==> src/design/tcce_pkg.sv <==
`default_nettype none
package tcce_pkg;

    localparam int COLS      = 80;
    localparam int ROWS      = 25;
    localparam int TAB_WIDTH = 4;
    localparam int CELLS     = ROWS * COLS;

    // fixed field widths of the stream items
    localparam int MODE_W  = 3;
    localparam int CHAR_W  = 8;
    localparam int HEX_W   = 32;
    localparam int NDIG_W  = 4;
    localparam int ROW_W   = 5;
    localparam int COL_W   = 7;
    localparam int CELL_W  = 16;

    // internal widths
    localparam int CUR_ROW_W = $clog2(ROWS + 1);
    localparam int CUR_COL_W = $clog2(COLS);
    localparam int ADDR_W    = $clog2(CELLS);
    localparam int WALK_W    = $clog2(CELLS + 1);
    localparam int CNT_W     = 4;

    localparam logic [MODE_W-1:0] MODE_PUT_CHAR   = 3'd0;
    localparam logic [MODE_W-1:0] MODE_PUT_HEX    = 3'd1;
    localparam logic [MODE_W-1:0] MODE_BACKSPACE  = 3'd2;
    localparam logic [MODE_W-1:0] MODE_SET_CURSOR = 3'd3;
    localparam logic [MODE_W-1:0] MODE_CLEAR      = 3'd4;
    localparam logic [MODE_W-1:0] MODE_READ_CELL  = 3'd5;

    localparam logic [CHAR_W-1:0] CHAR_NEWLINE    = 8'd10;
    localparam logic [CHAR_W-1:0] CHAR_TAB        = 8'd9;
    localparam logic [CHAR_W-1:0] CHAR_SPACE      = 8'd32;
    localparam logic [CHAR_W-1:0] HEX_DIGIT_BASE  = 8'd48;
    localparam logic [CHAR_W-1:0] HEX_ALPHA_BASE  = 8'd55;
    localparam logic [CHAR_W-1:0] RESET_ATTR      = 8'd15;

    // input tdata layout, lowest field last
    typedef struct packed {
        logic [COL_W-1:0]  col_index;
        logic [ROW_W-1:0]  row_index;
        logic [NDIG_W-1:0] hex_digits;
        logic [HEX_W-1:0]  hex_value;
        logic [CHAR_W-1:0] char_code;
    } t_in_data;

    typedef struct packed {
        logic [MODE_W-1:0] mode;
        t_in_data          data;
    } t_cmd;

    typedef struct packed {
        logic start;
        t_cmd cmd;
    } t_seq_req;

    typedef struct packed {
        logic idle;
        logic res_valid;
    } t_seq_stat;

    // output tdata layout, lowest field last
    typedef struct packed {
        logic [2:0]        pad;
        logic              overflow;
        logic [CHAR_W-1:0] read_attr;
        logic [CHAR_W-1:0] read_char;
        logic [COL_W-1:0]  cursor_col;
        logic [ROW_W-1:0]  cursor_row;
    } t_out_item;

    typedef struct packed {
        logic              wr_en;
        logic [ADDR_W-1:0] wr_addr;
        logic [CELL_W-1:0] wr_data;
        logic              rd_en;
        logic [ADDR_W-1:0] rd_addr;
    } t_mem_req;

endpackage
`default_nettype wire

==> src/design/tcce_seq.sv <==
`default_nettype none
module tcce_seq (
    input  wire logic                       i_clk,
    input  wire logic                       i_rst_n,
    input  wire tcce_pkg::t_seq_req         i_req,
    input  wire logic [tcce_pkg::CHAR_W-1:0] i_attr,
    input  wire logic                       i_res_ack,
    output      tcce_pkg::t_seq_stat        o_stat,
    output      tcce_pkg::t_out_item        o_res,
    output      tcce_pkg::t_mem_req         o_mem,
    input  wire logic [tcce_pkg::CELL_W-1:0] i_mem_rd_data
);

    import tcce_pkg::*;

    typedef enum logic [3:0] {
        S_INIT, S_IDLE, S_EXEC, S_WRITE, S_BACK, S_SCROLL, S_CLEAR, S_READ, S_RESP
    } t_state;

    typedef enum logic [1:0] {
        KIND_SPACE, KIND_CHAR, KIND_HEX
    } t_kind;

    t_state                r_state, n_state;
    t_cmd                  r_cmd, n_cmd;
    t_kind                 r_kind, n_kind;
    logic [CUR_ROW_W-1:0]  r_row, n_row;
    logic [CUR_COL_W-1:0]  r_col, n_col;
    logic [WALK_W-1:0]     r_walk, n_walk;
    logic [CNT_W-1:0]      r_cnt, n_cnt;
    logic [HEX_W-1:0]      r_hex, n_hex;
    logic                  r_ovf, n_ovf;
    logic [CHAR_W-1:0]     r_rd_char, n_rd_char;
    logic [CHAR_W-1:0]     r_rd_attr, n_rd_attr;
    logic                  r_mv_pend, n_mv_pend;
    logic [ADDR_W-1:0]     r_mv_dst, n_mv_dst;

    logic [ROW_W-1:0]      row_clamp;
    logic [COL_W-1:0]      col_clamp;
    logic [NDIG_W-1:0]     ndig;
    logic [2:0]            skip_dig;
    logic [ADDR_W-1:0]     cur_addr;
    logic                  past_end;
    logic [CHAR_W-1:0]     wr_char;
    logic [3:0]            nib;

    function automatic logic [ADDR_W-1:0] cell_addr(input logic [CUR_ROW_W-1:0] row,
                                                    input logic [CUR_COL_W-1:0] col);
        cell_addr = ADDR_W'(32'(row) * 32'(COLS) + 32'(col));
    endfunction

    always_comb begin
        row_clamp = (32'(r_cmd.data.row_index) > ROWS - 1) ? ROW_W'(ROWS - 1)
                                                            : r_cmd.data.row_index;
        col_clamp = (32'(r_cmd.data.col_index) > COLS - 1) ? COL_W'(COLS - 1)
                                                            : r_cmd.data.col_index;
        ndig = r_cmd.data.hex_digits;
        if (ndig == '0) begin
            ndig = NDIG_W'(1);
        end else if (ndig > NDIG_W'(8)) begin
            ndig = NDIG_W'(8);
        end
        skip_dig = 3'(NDIG_W'(8) - ndig);
        cur_addr = cell_addr(r_row, r_col);
        past_end = (r_row == CUR_ROW_W'(ROWS));
        nib      = r_hex[HEX_W-1 -: 4];
        case (r_kind)
            KIND_CHAR: wr_char = r_cmd.data.char_code;
            KIND_HEX:  wr_char = (nib < 4'd10) ? HEX_DIGIT_BASE + CHAR_W'(nib)
                                               : HEX_ALPHA_BASE + CHAR_W'(nib);
            default:   wr_char = CHAR_SPACE;
        endcase
    end

    always_comb begin
        n_state   = r_state;
        n_cmd     = r_cmd;
        n_kind    = r_kind;
        n_row     = r_row;
        n_col     = r_col;
        n_walk    = r_walk;
        n_cnt     = r_cnt;
        n_hex     = r_hex;
        n_ovf     = r_ovf;
        n_rd_char = r_rd_char;
        n_rd_attr = r_rd_attr;
        n_mv_pend = 1'b0;
        n_mv_dst  = r_mv_dst;
        o_mem     = '0;
        o_mem.wr_data = {i_attr, CHAR_SPACE};

        // second half of a scroll move: write back what was read last cycle
        if (r_mv_pend) begin
            o_mem.wr_en   = 1'b1;
            o_mem.wr_addr = r_mv_dst;
            o_mem.wr_data = i_mem_rd_data;
        end

        unique case (r_state)
            S_INIT: begin
                o_mem.wr_en   = 1'b1;
                o_mem.wr_addr = r_walk[ADDR_W-1:0];
                o_mem.wr_data = {RESET_ATTR, CHAR_SPACE};
                if (r_walk == WALK_W'(CELLS - 1)) begin
                    n_state = S_IDLE;
                end else begin
                    n_walk = r_walk + 1'b1;
                end
            end
            S_IDLE: begin
                if (i_req.start) begin
                    n_cmd   = i_req.cmd;
                    n_state = S_EXEC;
                end
            end
            S_EXEC: begin
                n_ovf     = 1'b0;
                n_rd_char = '0;
                n_rd_attr = '0;
                n_state   = S_RESP;
                unique case (r_cmd.mode)
                    MODE_PUT_CHAR: begin
                        if (r_cmd.data.char_code == CHAR_NEWLINE) begin
                            n_col = '0;
                            if (r_row >= CUR_ROW_W'(ROWS - 1)) begin
                                n_row   = CUR_ROW_W'(ROWS - 1);
                                n_walk  = WALK_W'(COLS);
                                n_state = S_SCROLL;
                            end else begin
                                n_row = r_row + 1'b1;
                            end
                        end else if (r_cmd.data.char_code == CHAR_TAB) begin
                            n_cnt   = CNT_W'(TAB_WIDTH);
                            n_kind  = KIND_SPACE;
                            n_state = S_WRITE;
                        end else begin
                            n_cnt   = CNT_W'(1);
                            n_kind  = KIND_CHAR;
                            n_state = S_WRITE;
                        end
                    end
                    MODE_PUT_HEX: begin
                        n_cnt   = CNT_W'(ndig);
                        n_kind  = KIND_HEX;
                        // left-align the first digit to print
                        n_hex   = r_cmd.data.hex_value << {skip_dig, 2'b00};
                        n_state = S_WRITE;
                    end
                    MODE_BACKSPACE: begin
                        if (r_row != '0 || r_col != '0) begin
                            if (r_col == '0) begin
                                n_row = r_row - 1'b1;
                                n_col = CUR_COL_W'(COLS - 1);
                            end else begin
                                n_col = r_col - 1'b1;
                            end
                            n_state = S_BACK;
                        end
                    end
                    MODE_SET_CURSOR: begin
                        n_row = CUR_ROW_W'(row_clamp);
                        n_col = CUR_COL_W'(col_clamp);
                    end
                    MODE_CLEAR: begin
                        n_row   = '0;
                        n_col   = '0;
                        n_walk  = '0;
                        n_state = S_CLEAR;
                    end
                    MODE_READ_CELL: begin
                        o_mem.rd_en   = 1'b1;
                        o_mem.rd_addr = cell_addr(CUR_ROW_W'(row_clamp),
                                                  CUR_COL_W'(col_clamp));
                        n_state       = S_READ;
                    end
                    default: begin
                        n_state = S_RESP;
                    end
                endcase
            end
            S_WRITE: begin
                if (past_end) begin
                    n_ovf = 1'b1;
                end else begin
                    o_mem.wr_en   = 1'b1;
                    o_mem.wr_addr = cur_addr;
                    o_mem.wr_data = {i_attr, wr_char};
                    if (r_col == CUR_COL_W'(COLS - 1)) begin
                        n_row = r_row + 1'b1;
                        n_col = '0;
                    end else begin
                        n_col = r_col + 1'b1;
                    end
                end
                n_hex = r_hex << 4;
                n_cnt = r_cnt - 1'b1;
                if (r_cnt == CNT_W'(1)) begin
                    n_state = S_RESP;
                end
            end
            S_BACK: begin
                o_mem.wr_en   = 1'b1;
                o_mem.wr_addr = cur_addr;
                o_mem.wr_data = {i_attr, CHAR_SPACE};
                n_state       = S_RESP;
            end
            S_SCROLL: begin
                if (r_walk == WALK_W'(CELLS)) begin
                    n_state = S_RESP;
                end else begin
                    o_mem.rd_en   = 1'b1;
                    o_mem.rd_addr = r_walk[ADDR_W-1:0];
                    n_mv_pend     = 1'b1;
                    n_mv_dst      = ADDR_W'(r_walk - WALK_W'(COLS));
                    n_walk        = r_walk + 1'b1;
                end
            end
            S_CLEAR: begin
                o_mem.wr_en   = 1'b1;
                o_mem.wr_addr = r_walk[ADDR_W-1:0];
                o_mem.wr_data = {i_attr, CHAR_SPACE};
                if (r_walk == WALK_W'(CELLS - 1)) begin
                    n_state = S_RESP;
                end else begin
                    n_walk = r_walk + 1'b1;
                end
            end
            S_READ: begin
                n_rd_char = i_mem_rd_data[CHAR_W-1:0];
                n_rd_attr = i_mem_rd_data[CELL_W-1:CHAR_W];
                n_state   = S_RESP;
            end
            S_RESP: begin
                if (i_res_ack) begin
                    n_state = S_IDLE;
                end
            end
            default: begin
                n_state = S_IDLE;
            end
        endcase
    end

    always_ff @(posedge i_clk) begin
        if (!i_rst_n) begin
            r_state   <= S_INIT;
            r_row     <= '0;
            r_col     <= '0;
            r_walk    <= '0;
            r_mv_pend <= 1'b0;
        end else begin
            r_state   <= n_state;
            r_row     <= n_row;
            r_col     <= n_col;
            r_walk    <= n_walk;
            r_mv_pend <= n_mv_pend;
        end
        r_cmd     <= n_cmd;
        r_kind    <= n_kind;
        r_cnt     <= n_cnt;
        r_hex     <= n_hex;
        r_ovf     <= n_ovf;
        r_rd_char <= n_rd_char;
        r_rd_attr <= n_rd_attr;
        r_mv_dst  <= n_mv_dst;
    end

    assign o_stat.idle      = (r_state == S_IDLE);
    assign o_stat.res_valid = (r_state == S_RESP);

    assign o_res.pad        = '0;
    assign o_res.overflow   = r_ovf;
    assign o_res.read_attr  = r_rd_attr;
    assign o_res.read_char  = r_rd_char;
    assign o_res.cursor_col = COL_W'(r_col);
    assign o_res.cursor_row = ROW_W'(r_row);

endmodule
`default_nettype wire

==> config.mk <==
export PLATFORM = sky130hd
export DESIGN_NAME = tcce_seq
export DESIGN_NICKNAME = d
export VERILOG_FILES = /design/src/design/tcce_pkg.sv /design/src/design/tcce_seq.sv
export SDC_FILE = /design/constraint.sdc
export NUM_CORES = 1
export LEC_CHECK = 0
export CORE_MARGIN = 5
export CORE_UTILIZATION = 40
export DETAILED_ROUTE_END_ITERATION = 7
export DONT_BUFFER_PORTS = 1
export GPL_TIMING_DRIVEN = 0
export HOLD_SLACK_MARGIN = 0.15
export PLACE_DENSITY = 0.62
export SYNTH_ARGS = -nofsm -noshare
export SYNTH_HDL_FRONTEND = slang
export SYNTH_SLANG_ARGS = --single-unit
==> constraint.sdc <==
create_clock -name i_clk -period 4.5 [get_ports i_clk]
set_input_delay 0.225 -clock i_clk [delete_from_list [all_inputs] [get_ports i_clk]]
set_output_delay 0.225 -clock i_clk [all_outputs]
set_load 0.02 [all_outputs]
==> flow_summary.ini <==
[run_status]
run_status = finished, final reports clean

[timing]
max_slew_margin = 0.3083
rsz0062_at_grt = false
finalSetupTns_ns = 0
worst_clock_skew_ns = 0.01283
final.setup.worst_slack_ns = 0.6751
finalHoldViolCount = 0
final-max-slew-violation-count = 0
fin_crit_ns = 3.825
setup_viol = 0
max_slew.worst_pin.slew_ns = 1.023
period_share = 0.8500
fmax_ghz = 0.2614

[setup_path]
reg2regPathDepth = 10
r2r_start = r_cmd[43]
cp_max_fo = 9
cp.required_ns = 4.28
crit_type = reg -> out
endpoint_kind = output pin
worstSetupStartpointType = flop
rrSetupSlack_ns = 0.85
rr_endpoint = r_hex[27]
arrival_ns = 3.60

[final_layout]
antenna_cells = 0
fin_util = 0.4835
drive_gt1_frac = 0.1007
layout.nets = 1076
final_common_cell = edfxtp_1
final_cell_mix = 125 x edfxtp_1, 84 x nand2_1, 76 x dlygate4sd3_1, 44 x nor2_1, 40 x o21ai_0
area_growth_syn_to_layout_pct = 19.07

[placement]
gp_congestion = 0.9361
numPortBuffers = 0
dp_hpwl_um = 19570
post-place-ws_ns = 0.8329

[logic_synthesis]
synthTopCellsByArea = edfxtp_1 41%, dfxtp_1 6.1%, mux4_2 4.9%
yosysTopAreaCellShare = 0.4096
synthCells = 853
synthArstFlopShare = 0
synth_top_area_cell = edfxtp_1
ys_seq_area_frac = 0.4707
syn_area_sq_um = 9165
ys_warn_count = 0
ys.flop_type = edfxtp_1
ys_ff_latch = 153
ys_types = 80
syn_area_per_cell_sq_um = 10.74
synth_edf_count = 125

[clock_tree]
insertion_delay_ns = 0.45
cts.htree.levels = 4
clock_sinks = 153
post_cts_buffers = 0
clock_path_buffers = 2
cts_buffers = 17
root_buffer = clkbuf_16
clkSlewWorstSetupHoldPaths_ns = 0.07
cts_tree = yes

[drt]
wl_um = 26830
wl_per_cell_um = 21.50
drt-initial-drc-count = 621
via_per_inst = 5.909
firstDrtPassIters = 5
post-route-drc-count = 0
vias = 7374
drtAntennaViolNets = 0

[hold_path]
hp-start = i_rst_n
hp-class = in -> reg
hold_depth = 2
worst_hold_path.endpoint = r_col[0]

[floorplan]
initial_core_util = 0.4060
die_x_um = 161.4
core_area_sq_um = 22570
num_rows = 55
boundaryPins = 161
dieArea_sq_um = 26040
die_h_um = 161.4

[global_routing]
grt_use_met3 = 0.04772
globalRouteMet2Util = 0.3282
first_global_vias = 7390
met1_usage = 0.2814
grt_overflow_total = 0
top_usage_layer = met2
grtUsageTotal = 0.2046
grt_antenna_before_repair = 0
grt_pass1_wl_um = 42100
grt_max_degree = 60

[pwr]
vdd_drop_max_v = 0.0002823
pwr_density_cell_nw_per_um2 = 537.7
static-leakage-power_nw = 3.904

[flow_run]
maxCapViolations = 0
[area by class of cell]
type | count | area (sq um)
clock buffer | 17 | 425.4
inverter | 33 | 123.9
multi-input combinational | 605 | 4454
fill | 2082 | 11660
buffer | 64 | 285.3
sequential | 153 | 4314
timing repair buffer | 76 | 760.7
tap | 285 | 356.6
clock inverter | 15 | 192.7
[power by group]
group / internal (mW) / switching (mW)
combinational: 0.825 / 1.51
sequential: 1.83 / 0.212
clock: 0.758 / 0.736
[worst max-delay path by stage]
stage / start / to
after global routing: r_cmd[43] / r_hex[27]
after detailed placement: r_cmd[43] / r_hex[27]
after floorplan: r_cmd[43] / r_hex[27]
after global placement: r_state[0] / r_cmd[43]
after CTS: r_row[1] / o_mem[38]
final: r_row[1] / o_mem[38]
[timing repair]
item,in CTS,in global routing
hold buffers,76,0
hold endpoints to repair,78,0
resized for setup,0,0
[state kept, by name, indices dropped and copies added, names as in the netlist]
register and cells:
r_hex 32, r_col 7, r_walk 11, r_rd_char 8, r_cmd 59, r_rd_attr 8
r_row 5, r_state 4, r_mv_pend 1, r_cnt 4, r_kind 2, r_mv_dst 11
r_ovf 1
[synth_stat cells (all sizes together) (13+ instances only)]
| master | number |
|---|---|
| edfxtp | 125 |
| nand2 | 85 |
| nor2 | 44 |
| o21ai | 40 |
| clkbuf | 37 |
| ha | 35 |
| inv | 33 |
| a21oi | 30 |
| nor3 | 30 |
| dfxtp | 28 |
| buf | 27 |
| and2 | 21 |
| mux4 | 20 |
| a22oi | 18 |
| xor2 | 18 |
| a22o | 17 |
| xnor2 | 14 |
| a211oi | 13 |
| a31oi | 13 |
| nand3 | 13 |
[critical path: stages, from the launching register on]
cell	delay (ns)
dfxtp_1	0.73
ha_1	0.34
ha_1	0.21
inv_1	0.07
fa_1	0.46
nor4b_1	0.38
xnor2_1	0.18
xnor2_1	0.13
o31ai_1	0.65
[through the flow]
step / cell area [sq um] / instances / total power [mW] / hold slack, ns
2_1_floorplan: 9173 / 855 / 3.728 / 0.3239
3_3_place_gp: 9529 / 1140 / 4.306 / 0.3239
3_5_place_dp: 9532 / 1140 / 4.314 / 0.3239
4_1_cts: 10910 / 1248 / 5.861 / 0.2776
5_1_grt: 10910 / 1248 / 6.191 / 0.2992
6_report: 10910 / 1248 / 5.868 / 0.2857
[cells by family (layout without fill, tap and decap cells)]
| kind of cell | after synthesis | count (layout) | synth area share |
|---|---|---|---|
| adder cells (fa/ha/maj) | 39 | 39 | 0.05652 |
| XOR/XNOR | 32 | 32 | 0.03058 |
| AO/OA/AOI/OAI | 226 | 226 | 0.1779 |
| flip-flops | 153 | 153 | 0.4707 |
| multiplexers | 30 | 30 | 0.06075 |
| other | 1 | 3 | 0.0004092 |
| AND/OR/NAND/NOR | 275 | 275 | 0.1585 |
| buffers and inverters | 97 | 205 | 0.04464 |
[layer usage]
| metal | vias to the layer above | wire length, um |
|---|---|---|
| met1 | 3546 | 11790 |
| li1 | 3458 | - |
| met4 | 0 | 429 |
| met5 | - | 0 |
| met2 | 335 | 12390 |
| met3 | 35 | 2227 |
Note: power is estimated with default switching activity, not from simulation.
